### src/hdl/ffa_pkg.sv
// Package for the forest fire grid automaton.
// Holds cell and command codes and the controller to datapath command word.
// No dependencies.
package ffa_pkg;

    localparam int FUNC_W = 2;
    localparam int FIELD_IDX_W = 4;
    localparam int FIELD_CELLS = 16;
    localparam int CELL_W = 2;
    localparam int ROW_CELLS_W = FIELD_CELLS * CELL_W;

    localparam logic [CELL_W-1:0] CELL_ALIVE   = 2'd0;
    localparam logic [CELL_W-1:0] CELL_BURNING = 2'd1;
    localparam logic [CELL_W-1:0] CELL_BURNED  = 2'd2;

    localparam logic [FUNC_W-1:0] FUNC_CLEAR   = 2'd0;
    localparam logic [FUNC_W-1:0] FUNC_IGNITE  = 2'd1;
    localparam logic [FUNC_W-1:0] FUNC_ADVANCE = 2'd2;

    typedef struct packed {
        logic load;
        logic upd_step;
        logic emit_step;
        logic emit_load;
        logic head;
        logic tail;
        logic emit_last;
    } ffa_cmd_t;

endpackage

### src/hdl/ffa_cmd_if.sv
// Command channel of the forest fire grid automaton.
// Depends on ffa_pkg.
interface ffa_cmd_if
    import ffa_pkg::*;
();
    logic                   valid;
    logic                   ready;
    logic [FUNC_W-1:0]      func;
    logic [FIELD_IDX_W-1:0] cell_row;
    logic [FIELD_IDX_W-1:0] cell_col;

    modport source (output valid, output func, output cell_row, output cell_col,
                    input ready);
    modport sink (input valid, input func, input cell_row, input cell_col,
                  output ready);
endinterface

### src/hdl/ffa_row_if.sv
// Row result channel of the forest fire grid automaton.
// Depends on ffa_pkg.
interface ffa_row_if
    import ffa_pkg::*;
();
    logic                   valid;
    logic                   ready;
    logic [FIELD_IDX_W-1:0] row_index;
    logic [ROW_CELLS_W-1:0] row_cells;
    logic                   any_burning;
    logic                   last_row;

    modport source (output valid, output row_index, output row_cells,
                    output any_burning, output last_row, input ready);
    modport sink (input valid, input row_index, input row_cells,
                  input any_burning, input last_row, output ready);
endinterface

### src/hdl/forest_fire_grid_automaton.sv
// Forest fire grid automaton: a GRID_SIZE square grid of cells that is
// cleared, ignited at one cell or advanced one generation per command word,
// after which the grid goes out one row word at a time (at most the first 16
// rows, at most 16 cells each). The grid circulates through a line of row
// registers, one row per cycle while the row output is not stalled: a command
// is taken, an update pass moves all GRID_SIZE rows through the row update
// logic, then an emit pass moves them round again and loads the row words.
// A new command is taken only after the emit pass has gone round all rows,
// at the default size once the last row word sits in the output register.
// Depends on ffa_pkg, ffa_cmd_if, ffa_row_if, ffa_ctrl and ffa_datapath.
module forest_fire_grid_automaton
    import ffa_pkg::*;
#(
    parameter int GRID_SIZE = 16
)
(
    input  logic      clk,
    input  logic      rst_n,
    ffa_cmd_if.sink   cmd,
    ffa_row_if.source rows
);
    ffa_cmd_t                     ctl;
    logic [$clog2(GRID_SIZE)-1:0] row_idx;
    logic                         out_free;

    ffa_ctrl #(
        .GRID_SIZE (GRID_SIZE)
    ) u_ctrl (
        .clk       (clk),
        .rst_n     (rst_n),
        .cmd_valid (cmd.valid),
        .cmd_ready (cmd.ready),
        .out_free  (out_free),
        .ctl       (ctl),
        .row_idx   (row_idx)
    );

    ffa_datapath #(
        .GRID_SIZE (GRID_SIZE)
    ) u_datapath (
        .clk             (clk),
        .rst_n           (rst_n),
        .ctl             (ctl),
        .row_idx         (row_idx),
        .func            (cmd.func),
        .cell_row        (cmd.cell_row),
        .cell_col        (cmd.cell_col),
        .out_free        (out_free),
        .out_valid       (rows.valid),
        .out_ready       (rows.ready),
        .out_row_index   (rows.row_index),
        .out_row_cells   (rows.row_cells),
        .out_any_burning (rows.any_burning),
        .out_last_row    (rows.last_row)
    );

endmodule

### src/hdl/ffa_ctrl.sv
// Sequencer of the forest fire grid automaton: update pass, then emit pass.
// Depends on ffa_pkg.
module ffa_ctrl
    import ffa_pkg::*;
#(
    parameter int GRID_SIZE = 16
)
(
    input  logic                         clk,
    input  logic                         rst_n,
    input  logic                         cmd_valid,
    output logic                         cmd_ready,
    input  logic                         out_free,
    output ffa_cmd_t                     ctl,
    output logic [$clog2(GRID_SIZE)-1:0] row_idx
);
    localparam int ROW_W = $clog2(GRID_SIZE);
    localparam int EMIT_ROWS = (GRID_SIZE < FIELD_CELLS) ? GRID_SIZE : FIELD_CELLS;

    typedef enum logic [2:0] {
        ST_IDLE   = 3'b001,
        ST_UPDATE = 3'b010,
        ST_EMIT   = 3'b100
    } state_t;

    state_t           state_reg, state_next;
    logic [ROW_W-1:0] row_reg, row_next;
    logic             at_tail;
    logic             emitting;

    assign at_tail  = (row_reg == ROW_W'(GRID_SIZE - 1));
    assign emitting = ((ROW_W + 1)'(row_reg) < (ROW_W + 1)'(EMIT_ROWS));
    assign cmd_ready = (state_reg == ST_IDLE);
    assign row_idx = row_reg;

    always_comb
    begin
        state_next = state_reg;
        row_next   = row_reg;
        ctl        = '0;
        ctl.head      = (row_reg == '0);
        ctl.tail      = at_tail;
        ctl.emit_last = (row_reg == ROW_W'(EMIT_ROWS - 1));
        unique case (state_reg)
            ST_IDLE:
            begin
                if (cmd_valid)
                begin
                    ctl.load   = 1'b1;
                    row_next   = '0;
                    state_next = ST_UPDATE;
                end
            end
            ST_UPDATE:
            begin
                ctl.upd_step = 1'b1;
                if (at_tail)
                begin
                    row_next   = '0;
                    state_next = ST_EMIT;
                end
                else
                begin
                    row_next = row_reg + 1'b1;
                end
            end
            ST_EMIT:
            begin
                if (!emitting || out_free)
                begin
                    ctl.emit_step = 1'b1;
                    ctl.emit_load = emitting;
                    if (at_tail)
                    begin
                        row_next   = '0;
                        state_next = ST_IDLE;
                    end
                    else
                    begin
                        row_next = row_reg + 1'b1;
                    end
                end
            end
            default:
            begin
                state_next = ST_IDLE;
            end
        endcase
    end

    always_ff @(posedge clk or negedge rst_n)
    begin
        if (!rst_n)
        begin
            state_reg <= ST_IDLE;
            row_reg   <= '0;
        end
        else
        begin
            state_reg <= state_next;
            row_reg   <= row_next;
        end
    end

endmodule

### src/hdl/ffa_datapath.sv
// Grid store as a circulating line of rows, row update logic and output word.
// Depends on ffa_pkg.
module ffa_datapath
    import ffa_pkg::*;
#(
    parameter int GRID_SIZE = 16
)
(
    input  logic                         clk,
    input  logic                         rst_n,
    input  ffa_cmd_t                     ctl,
    input  logic [$clog2(GRID_SIZE)-1:0] row_idx,
    input  logic [FUNC_W-1:0]            func,
    input  logic [FIELD_IDX_W-1:0]       cell_row,
    input  logic [FIELD_IDX_W-1:0]       cell_col,
    output logic                         out_free,
    output logic                         out_valid,
    input  logic                         out_ready,
    output logic [FIELD_IDX_W-1:0]       out_row_index,
    output logic [ROW_CELLS_W-1:0]       out_row_cells,
    output logic                         out_any_burning,
    output logic                         out_last_row
);
    localparam int ROW_W = $clog2(GRID_SIZE);
    localparam int IDX_W = (ROW_W > FIELD_IDX_W) ? ROW_W : FIELD_IDX_W;
    localparam int LINE_W = GRID_SIZE * CELL_W;
    localparam int EMIT_COLS = (GRID_SIZE < FIELD_CELLS) ? GRID_SIZE : FIELD_CELLS;

    logic [LINE_W-1:0]      rows_reg [GRID_SIZE];
    logic [LINE_W-1:0]      rows_next [GRID_SIZE];
    logic [LINE_W-1:0]      prev_reg, prev_next;
    logic [FUNC_W-1:0]      func_reg;
    logic [FIELD_IDX_W-1:0] crow_reg;
    logic [FIELD_IDX_W-1:0] ccol_reg;
    logic                   burn_reg, burn_next;

    logic                   out_valid_reg, out_valid_next;
    logic [FIELD_IDX_W-1:0] out_idx_reg;
    logic [ROW_CELLS_W-1:0] out_cells_reg, out_cells_next;
    logic                   out_burn_reg;
    logic                   out_last_reg;

    logic [LINE_W-1:0]      cur_row;
    logic [LINE_W-1:0]      new_row;
    logic [GRID_SIZE-1:0]   prev_mask, cur_mask, below_mask, new_mask, near;

    function automatic logic [GRID_SIZE-1:0] burn_mask(input logic [LINE_W-1:0] r);
        logic [GRID_SIZE-1:0] m;
        for (int j = 0; j < GRID_SIZE; j++)
        begin
            m[j] = (r[j*CELL_W +: CELL_W] == CELL_BURNING);
        end
        return m;
    endfunction

    function automatic logic [GRID_SIZE-1:0] spread(input logic [GRID_SIZE-1:0] m);
        return m | (m << 1) | (m >> 1);
    endfunction

    assign cur_row    = rows_reg[0];
    assign prev_mask  = ctl.head ? '0 : burn_mask(prev_reg);
    assign below_mask = ctl.tail ? '0 : burn_mask(rows_reg[(GRID_SIZE > 1) ? 1 : 0]);
    assign cur_mask   = burn_mask(cur_row);
    assign near       = spread(prev_mask) | spread(below_mask) | (cur_mask << 1)
                      | (cur_mask >> 1);

    always_comb
    begin
        logic [CELL_W-1:0] c;
        new_row = cur_row;
        c       = '0;
        unique case (func_reg)
            FUNC_CLEAR:
            begin
                new_row = '0;
            end
            FUNC_IGNITE:
            begin
                if (IDX_W'(crow_reg) == IDX_W'(row_idx))
                begin
                    for (int j = 0; j < GRID_SIZE; j++)
                    begin
                        if (IDX_W'(ccol_reg) == IDX_W'(j))
                        begin
                            new_row[j*CELL_W +: CELL_W] = CELL_BURNING;
                        end
                    end
                end
            end
            FUNC_ADVANCE:
            begin
                for (int j = 0; j < GRID_SIZE; j++)
                begin
                    c = cur_row[j*CELL_W +: CELL_W];
                    if (c == CELL_ALIVE && near[j])
                    begin
                        new_row[j*CELL_W +: CELL_W] = CELL_BURNING;
                    end
                    else if (c == CELL_BURNING)
                    begin
                        new_row[j*CELL_W +: CELL_W] = CELL_BURNED;
                    end
                end
            end
            default:
            begin
                new_row = cur_row;
            end
        endcase
    end

    assign new_mask = burn_mask(new_row);

    always_comb
    begin
        for (int i = 0; i < GRID_SIZE; i++)
        begin
            rows_next[i] = rows_reg[i];
        end
        prev_next = prev_reg;
        burn_next = burn_reg;
        if (ctl.upd_step || ctl.emit_step)
        begin
            for (int i = 0; i < GRID_SIZE - 1; i++)
            begin
                rows_next[i] = rows_reg[i + 1];
            end
            rows_next[GRID_SIZE - 1] = ctl.upd_step ? new_row : cur_row;
        end
        if (ctl.upd_step)
        begin
            prev_next = cur_row;
            burn_next = (ctl.head ? 1'b0 : burn_reg) | (|new_mask);
        end
    end

    always_comb
    begin
        out_cells_next = '0;
        for (int j = 0; j < EMIT_COLS; j++)
        begin
            out_cells_next[j*CELL_W +: CELL_W] = cur_row[j*CELL_W +: CELL_W];
        end
    end

    always_comb
    begin
        out_valid_next = out_valid_reg;
        if (ctl.emit_load)
        begin
            out_valid_next = 1'b1;
        end
        else if (out_ready)
        begin
            out_valid_next = 1'b0;
        end
    end

    always_ff @(posedge clk or negedge rst_n)
    begin
        if (!rst_n)
        begin
            for (int i = 0; i < GRID_SIZE; i++)
            begin
                rows_reg[i] <= '0;
            end
            out_valid_reg <= 1'b0;
        end
        else
        begin
            for (int i = 0; i < GRID_SIZE; i++)
            begin
                rows_reg[i] <= rows_next[i];
            end
            out_valid_reg <= out_valid_next;
        end
    end

    always_ff @(posedge clk)
    begin
        prev_reg <= prev_next;
        burn_reg <= burn_next;
        if (ctl.load)
        begin
            func_reg <= func;
            crow_reg <= cell_row;
            ccol_reg <= cell_col;
        end
        if (ctl.emit_load)
        begin
            out_idx_reg   <= FIELD_IDX_W'(row_idx);
            out_cells_reg <= out_cells_next;
            out_burn_reg  <= burn_reg;
            out_last_reg  <= ctl.emit_last;
        end
    end

    assign out_free        = !out_valid_reg || out_ready;
    assign out_valid       = out_valid_reg;
    assign out_row_index   = out_idx_reg;
    assign out_row_cells   = out_cells_reg;
    assign out_any_burning = out_burn_reg;
    assign out_last_row    = out_last_reg;

endmodule
### src/flat_wrapper.sv
// flat-port wrapper written by rule: the top's interface ports become plain ports
module forest_fire_grid_automaton_flat import ffa_pkg::*;
#(
    parameter int GRID_SIZE = 16
)
  (clk, rst_n, cmd_valid, cmd_func, cmd_cell_row, cmd_cell_col, cmd_ready, rows_valid, rows_row_index, rows_row_cells, rows_any_burning, rows_last_row, rows_ready);
  ffa_cmd_if cmd_i ();
  ffa_row_if rows_i ();
  input  logic clk;
  input  logic rst_n;
  input wire logic [$bits(cmd_i.valid)-1:0] cmd_valid;
  input wire logic [$bits(cmd_i.func)-1:0] cmd_func;
  input wire logic [$bits(cmd_i.cell_row)-1:0] cmd_cell_row;
  input wire logic [$bits(cmd_i.cell_col)-1:0] cmd_cell_col;
  output wire logic [$bits(cmd_i.ready)-1:0] cmd_ready;
  output wire logic [$bits(rows_i.valid)-1:0] rows_valid;
  output wire logic [$bits(rows_i.row_index)-1:0] rows_row_index;
  output wire logic [$bits(rows_i.row_cells)-1:0] rows_row_cells;
  output wire logic [$bits(rows_i.any_burning)-1:0] rows_any_burning;
  output wire logic [$bits(rows_i.last_row)-1:0] rows_last_row;
  input wire logic [$bits(rows_i.ready)-1:0] rows_ready;
  assign cmd_i.valid = cmd_valid;
  assign cmd_i.func = cmd_func;
  assign cmd_i.cell_row = cmd_cell_row;
  assign cmd_i.cell_col = cmd_cell_col;
  assign cmd_ready = cmd_i.ready;
  assign rows_valid = rows_i.valid;
  assign rows_row_index = rows_i.row_index;
  assign rows_row_cells = rows_i.row_cells;
  assign rows_any_burning = rows_i.any_burning;
  assign rows_last_row = rows_i.last_row;
  assign rows_i.ready = rows_ready;
  forest_fire_grid_automaton #(.GRID_SIZE(GRID_SIZE)) u_core (.clk(clk), .rst_n(rst_n), .cmd(cmd_i), .rows(rows_i));
endmodule
### config.mk
export PLATFORM = sky130hd
export DESIGN_NAME = forest_fire_grid_automaton_flat
export DESIGN_NICKNAME = d
export VERILOG_FILES = /design/src/hdl/ffa_pkg.sv /design/src/hdl/ffa_cmd_if.sv /design/src/hdl/ffa_row_if.sv /design/src/hdl/forest_fire_grid_automaton.sv /design/src/hdl/ffa_ctrl.sv /design/src/hdl/ffa_datapath.sv /design/src/flat_wrapper.sv
export SDC_FILE = /design/constraint.sdc
export NUM_CORES = 1
export LEC_CHECK = 0
export BUFFER_PORTS_ARGS = -buffer_cell sky130_fd_sc_hd__buf_2
export CORE_ASPECT_RATIO = 1.2
export CORE_MARGIN = 2
export CORE_UTILIZATION = 60
export CTS_CLUSTER_DIAMETER = 40
export DETAILED_ROUTE_END_ITERATION = 16
export GPL_ROUTABILITY_DRIVEN = 0
export MAX_ROUTING_LAYER = met4
export PLACE_DENSITY_LB_ADDON = 0.25
export SETUP_SLACK_MARGIN = 0.2
export SLEW_MARGIN = 0
export SYNTH_ARGS = -nofsm -noshare
export SYNTH_HDL_FRONTEND = slang
export SYNTH_SLANG_ARGS = --single-unit
### constraint.sdc
create_clock -name clk -period 3 [get_ports clk]
set_input_delay 0.6 -clock clk [delete_from_list [all_inputs] [get_ports clk]]
set_output_delay 0.6 -clock clk [all_outputs]
set_load 0.02 [all_outputs]
==> results of run 1 <==
[area by class of cell]
cell class	instances	area [um^2]	share of cell area
Inverter	19	71.3	0.00264
Clock inverter	23	219	0.00811
Tap cell	533	667	0.0247
Clock buffer	78	1600	0.0591
Sequential cell	601	15400	0.572
Antenna cell	1	2.50	0.0000926
Multi-Input combinational cell	1845	7940	0.294
Timing Repair Buffer	116	1080	0.0398
[routing by layer]
metal	share of wire	routed length, um	vias up	global-route usage
met5	0	0	-	-
met4	0.032	1590	0	0.0864
met3	0.062	3090	165	0.0392
met2	0.47	23200	583	0.387
met1	0.44	21900	8591	0.368
li1	-	-	8334	-
[final timing paths]
check / end / cells past startpoint / slack (ps)
max: u_core.u_datapath.burn_reg / 10 / 270
min: u_core.u_datapath.ccol_reg[0] / 1 / 200
max reg2reg: u_core.u_datapath.burn_reg / 10 / 270
min reg2reg: u_core.u_datapath.rows_reg[360] / 2 / 450
max in group asynchronous: u_core.u_datapath.rows_reg[468] / 3 / 1600
min in group asynchronous: u_core.u_datapath.rows_reg[145] / 2 / 570
[worst max-delay path, cell delays in order, from the launching register on]
cell and delay (ps):
dfrtp_1 400, inv_2 90, ha_4 150, or3b_4 450, a222oi_1 350, buf_4 180, nand4_1 90, nand3_1 130
nand3_1 120, a2111oi_2 380, nand4_1 130
[logic make-up after synthesis]
group / Yosys count / synth area share
compound gates: 208 / 0.0592
xor+xnor: 5 / 0.00183
fa+ha+maj: 2 / 0.00105
buf+inv: 155 / 0.0247
flops: 601 / 0.646
mux: 1 / 0.000419
simple gates: 1628 / 0.267
[synth_stat cells, types with 8 or more instances]
master    instances
nand2_1        1485
dfrtp_1         519
clkbuf_1        132
edfxtp_1         81
o21ai_0          67
nor2b_1          43
a21oi_1          36
nor2_1           31
inv_1            18
a22oi_1          16
nand2b_1         13
nor3_1           13
nand3_1          10
a211oi_1          9
o31ai_1           8
[power by group through the flow]
stage / Combinational (mW) / Clock (mW) / Sequential [mW]
floorplan: 3.73 / 0 / 10.5
global placement: 5.55 / 0 / 10.6
detailed placement: 5.66 / 0 / 10.6
CTS: 5.78 / 7.15 / 10.5
global route: 6.50 / 7.45 / 10.7
finish: 5.81 / 7.00 / 10.5
[per-stage QoR]
| stage | cell area, um^2 | cells | utilization | hold slack, ps |
|---|---|---|---|---|
| final | 27000 | 3216 | 0.683 | 195 |
| after detailed placement | 25100 | 3105 | 0.634 | 448 |
| after global placement | 25100 | 3105 | 0.634 | 444 |
| after global routing | 27000 | 3216 | 0.683 | 178 |
| after floorplan | 23900 | 2600 | - | 304 |
| after CTS | 26900 | 3212 | 0.682 | 172 |
[what timing repair did]
| item | in CTS | in global routing |
|---|---|---|
| buffers inserted | 4 | 3 |
| endpoints found under the hold margin | 49 | 0 |
| hold buffers | 1 | 0 |
| pin swaps | 2 | 8 |
| gates resized for setup | 1 | 7 |
| gates cloned | 1 | 0 |
| endpoints found under the setup margin | 1 | 1 |
==> results_dict.tcl, run 1 <==
set metrics [dict create \
    outcome "finished, final reports clean" \
    track_usage 0.259 \
    root_buffer "clkbuf_16" \
    crit_type "reg -> reg" \
    hold_viol 0 \
    combPwrFrac 0.249 \
    syn_area_per_cell_um2 9.19 \
    synth_seq_area_share 0.646 \
    final_common_cell "nand2_1" \
    switching_share 0.338 \
    power.share.clock 0.300 \
    numPortBuffers 53 \
    grt-ovfl-total 0 \
    grt_pass1_vias 17258 \
    hp-class "in -> reg" \
    p_int_mw 15.4 \
    drv_slew 0 \
    synth_largest_area_cell "dfrtp_1" \
    cap_violations 0 \
    drive_gt1_frac 0.0839 \
    final.setup.tns_ps 0 \
    drtAntennaViolNets 0 \
    finalWirelength_um 49800 \
    fillers 2948 \
    antenna_found_initial 1 \
    grt_pass1_wl_um 85000 \
    drt-initial-drc-count 1970 \
    synth_fp_nets 2616 \
    cts_made_buffers 56 \
    synth_warnings 0 \
    hp-start "cmd_cell_col[0]" \
    slew_headroom 0.476 \
    synth.distinct_cells 65 \
    clk_path_buf_depth 3 \
    avgRoutedWirePerCell_um 15.5 \
    largest_register_ffs 480 \
    fp-row-count 80 \
    worst_pin_slew_ps 787 \
    core_um2 39500 \
    critical_path.startpoint "u_core.u_ctrl.row_idx[1]" \
    grt_max_degree 134 \
    startpoint_type "register" \
    async_flop_share 0.865 \
    fmax_mhz 366 \
    finalPower_mw 23.3 \
    synth_cells 2600 \
    cts_tree "built" \
    cts.sinks 601 \
    die_w_um 186 \
    cp-end-kind "register" \
    num_vias 17673 \
    p_leak_nw 14.3 \
    path_clk_slew_ps 70 \
    r2r_start "u_core.u_ctrl.row_idx[1]" \
    power_density_nw_per_um2 864 \
    fin_crit_ps 2730 \
    path_max_fanout 5 \
    drc 0 \
    num_io_pins 54 \
    start_util 0.605 \
    syn_area_um2 23900 \
    layout_common_cells "nand2_1 (1484), dfrtp_1 (519), edfxtp_1 (81), o21ai_0 (67), clkbuf_16 (57)" \
    synth_flop_cell "dfrtp_1" \
    worstPathRequired_ps 3330 \
    vdd_drop_max_mv 0.699 \
    synth.area.top_cells "dfrtp_1 (54%), nand2_1 (23%), edfxtp_1 (10%)" \
    hpwl_um 30300 \
    pre_cts_ws_ps 159 \
    layout.nets 2655 \
    areaGrowthSynthToFinish_pct 13.0 \
    clock_skew_ps 17.5 \
    htree_num_levels 2 \
    cp.arrival_ps 3060 \
    sequentialPowerShare 0.451 \
    rsz0062_at_grt "yes" \
    synth-edff-count 81 \
    setup_ws_ps 268 \
    vias_per_cell 5.50 \
    synth-seq-cells 601 \
    setup_viol 0 \
    firstDrtPassIters 9 \
    die-area_um2 41500 \
    fp.dieH_um 223 \
    yosysTopAreaCellShare 0.543 \
    fin_crit_sh 0.911 \
    clock_latency_ps 580 \
    power_switching_mw 7.89 \
]
Note: power is estimated with default switching activity, not from simulation.
==> inputs of run 2 (changes only) <==
==> constraint.sdc (replaced) <==
create_clock -name clk -period 3.2 [get_ports clk]
set_input_delay 0.64 -clock clk [delete_from_list [all_inputs] [get_ports clk]]
set_output_delay 0.64 -clock clk [all_outputs]
set_load 0.02 [all_outputs]
==> run 2 against run 1 <==
Net effect:
- critical path depth down 3
- largest power group unchanged
- utilization increased by 0.67 points
- highest routed layer unchanged
- sequential cell count unchanged
==> results_dict.tcl, run 2 (synthesis gave the netlist of run 1 again) <==
set metrics [dict create \
    worst_path_most_repeated_cell "nand4_1" \
    path_clk_slew_ps 60 \
    use_met2 0.374 \
    stdcell_count 3223 \
    fin_util 0.690 \
    die_w_um 186 \
    fin_crit_sh 0.897 \
    r2r_start "u_core.u_ctrl.row_idx[2]" \
    cp-end-kind "register" \
    worstPathRequired_ps 3660 \
    timing.hold.ws_ps 43.7 \
    outcome "finished, final reports clean" \
    cts.sinks 601 \
    cts_tree "built" \
    final.setup.tns_ps 0 \
    grt_util_met1 0.368 \
    rr_worst_depth 7 \
    grt_pass1_wl_um 84100 \
    p_leak_nw 14.4 \
    combPwrFrac 0.234 \
    clock_skew_ps 24.1 \
    fmax_mhz 348 \
    drtAntennaViolNets 0 \
    clock_latency_ps 590 \
    antenna_found_initial 0 \
    grt-ovfl-total 0 \
    setup_ws_ps 329 \
    worst_pin_slew_ps 790 \
    firstDrtPassIters 8 \
    vdd_drop_max_mv 0.459 \
    grt_pass1_vias 16995 \
    fp-row-count 80 \
    sequentialPowerShare 0.434 \
    final_common_cell "nand2_1" \
    areaGrowthSynthToFinish_pct 14.1 \
    core_um2 39500 \
    path_max_fanout 13 \
    power_switching_mw 7.68 \
    top_usage_layer "met2" \
    rsz0062_at_grt "no" \
    drc 0 \
    cp.arrival_ps 3330 \
    clk_path_buf_depth 3 \
    fin_crit_ps 2870 \
    power_density_nw_per_um2 835 \
    cp_slowest_cell "nand4_1" \
    drive_gt1_frac 0.0862 \
    vias_per_cell 5.49 \
    finalWirelength_um 50000 \
    drt-initial-drc-count 1970 \
    dpl.cell_count 3099 \
    antenna_cells 0 \
    track_usage 0.257 \
    startpoint_type "register" \
    cap_violations 0 \
    num_io_pins 54 \
    crit_chain "xnor2_1 > nand4_1 > nor2_1 > nand3_1 > a311oi_1 > a211oi_1 > nand4_1" \
    switching_share 0.337 \
    num_vias 17701 \
    fp.dieH_um 223 \
    r2r_slack_ps 330 \
    numPortBuffers 53 \
    crit_type "reg -> reg" \
    htree_num_levels 3 \
    root_buffer "clkbuf_16" \
    layout.nets 2654 \
    hold_viol 0 \
    cts_made_buffers 66 \
    slowest_delay_ps 640 \
    p_int_mw 15.1 \
    power.share.clock 0.332 \
    drv_slew 0 \
    slew_headroom 0.472 \
    grt_max_degree 88 \
    die-area_um2 41500 \
    start_util 0.605 \
    r2r-end "u_core.u_datapath.burn_reg" \
    avgRoutedWirePerCell_um 15.5 \
    largest_register_ffs 480 \
    grtUsageMet3 0.0434 \
    layout_common_cells "nand2_1 (1484), dfrtp_1 (518), edfxtp_1 (81), o21ai_0 (67), clkbuf_16 (66)" \
    pre_cts_ws_ps 370 \
    setup_viol 0 \
    hp-class "in -> async" \
    critical_path.startpoint "u_core.u_ctrl.row_idx[2]" \
    hpwl_um 30100 \
]
[run 2: cell count changes in the layout (fill, tap and decap cells not counted), moves of 2 or more]
cell	before	now
bufinv_16	3	5
inv_1	15	17
clkinvlp_4	3	6
inv_6	2	11
clkbuf_8	9	6
inv_2	3	1
clkbuf_16	57	66
clkinv_2	12	6
buf_4	36	24
[run 2: area by class of cell]
cell class                      instances  area [um^2]
Clock buffer                           85         1780
Tap cell                              533          667
Timing Repair Buffer                  104          996
Fill cell                            2901        12300
Clock inverter                         35          392
Multi-Input combinational cell       1846         7920
Inverter                               19         71.3
Sequential cell                       601        15400
[run 2: worst max-delay path: cells and delay by family, from the launching register on]
family	cells	cell delay, ps
AO/OA/AOI/OAI	2	570
flip-flops	1	550
XOR/XNOR	1	160
AND/OR/NAND/NOR	4	1480
[run 2: metrics by stage]
step	power, mW	cell area, um^2
5_1_grt	24.0	27300
6_report	22.8	27300
2_1_floorplan	13.4	23900
4_1_cts	22.8	27200
3_5_place_dp	15.2	25100
3_3_place_gp	15.1	25100
[run 2: worst max-delay path by stage]
stage	endpoint	slack (ps)	depth (start not counted)
floorplan	u_core.u_datapath.rows_reg[30]	430	9
global placement	u_core.u_datapath.burn_reg	410	9
detailed placement	u_core.u_datapath.burn_reg	370	9
CTS	u_core.u_datapath.burn_reg	350	8
global route	u_core.u_datapath.burn_reg	190	7
finish	u_core.u_datapath.burn_reg	330	7
[run 2: power by group through the flow]
stage | Clock [mW] | Combinational (mW) | Sequential (mW)
global placement | 0 | 5.15 | 9.95
CTS | 7.69 | 5.28 | 9.87
finish | 7.55 | 5.34 | 9.89
floorplan | 0 | 3.49 | 9.87
detailed placement | 0 | 5.24 | 9.98
global route | 7.99 | 5.95 | 10.0
[run 2: timing repair]
item,in CTS,in global routing
hold buffers,0,0
endpoints found under the setup margin,0,1
resized for setup,0,5
setup buffers,0,2
[run 2: routing by layer]
metal  routed length [um]  part of all wire
met5                    0                 0
met4                 1740             0.035
met3                 3370             0.067
met2                22600              0.45
met1                22200              0.44
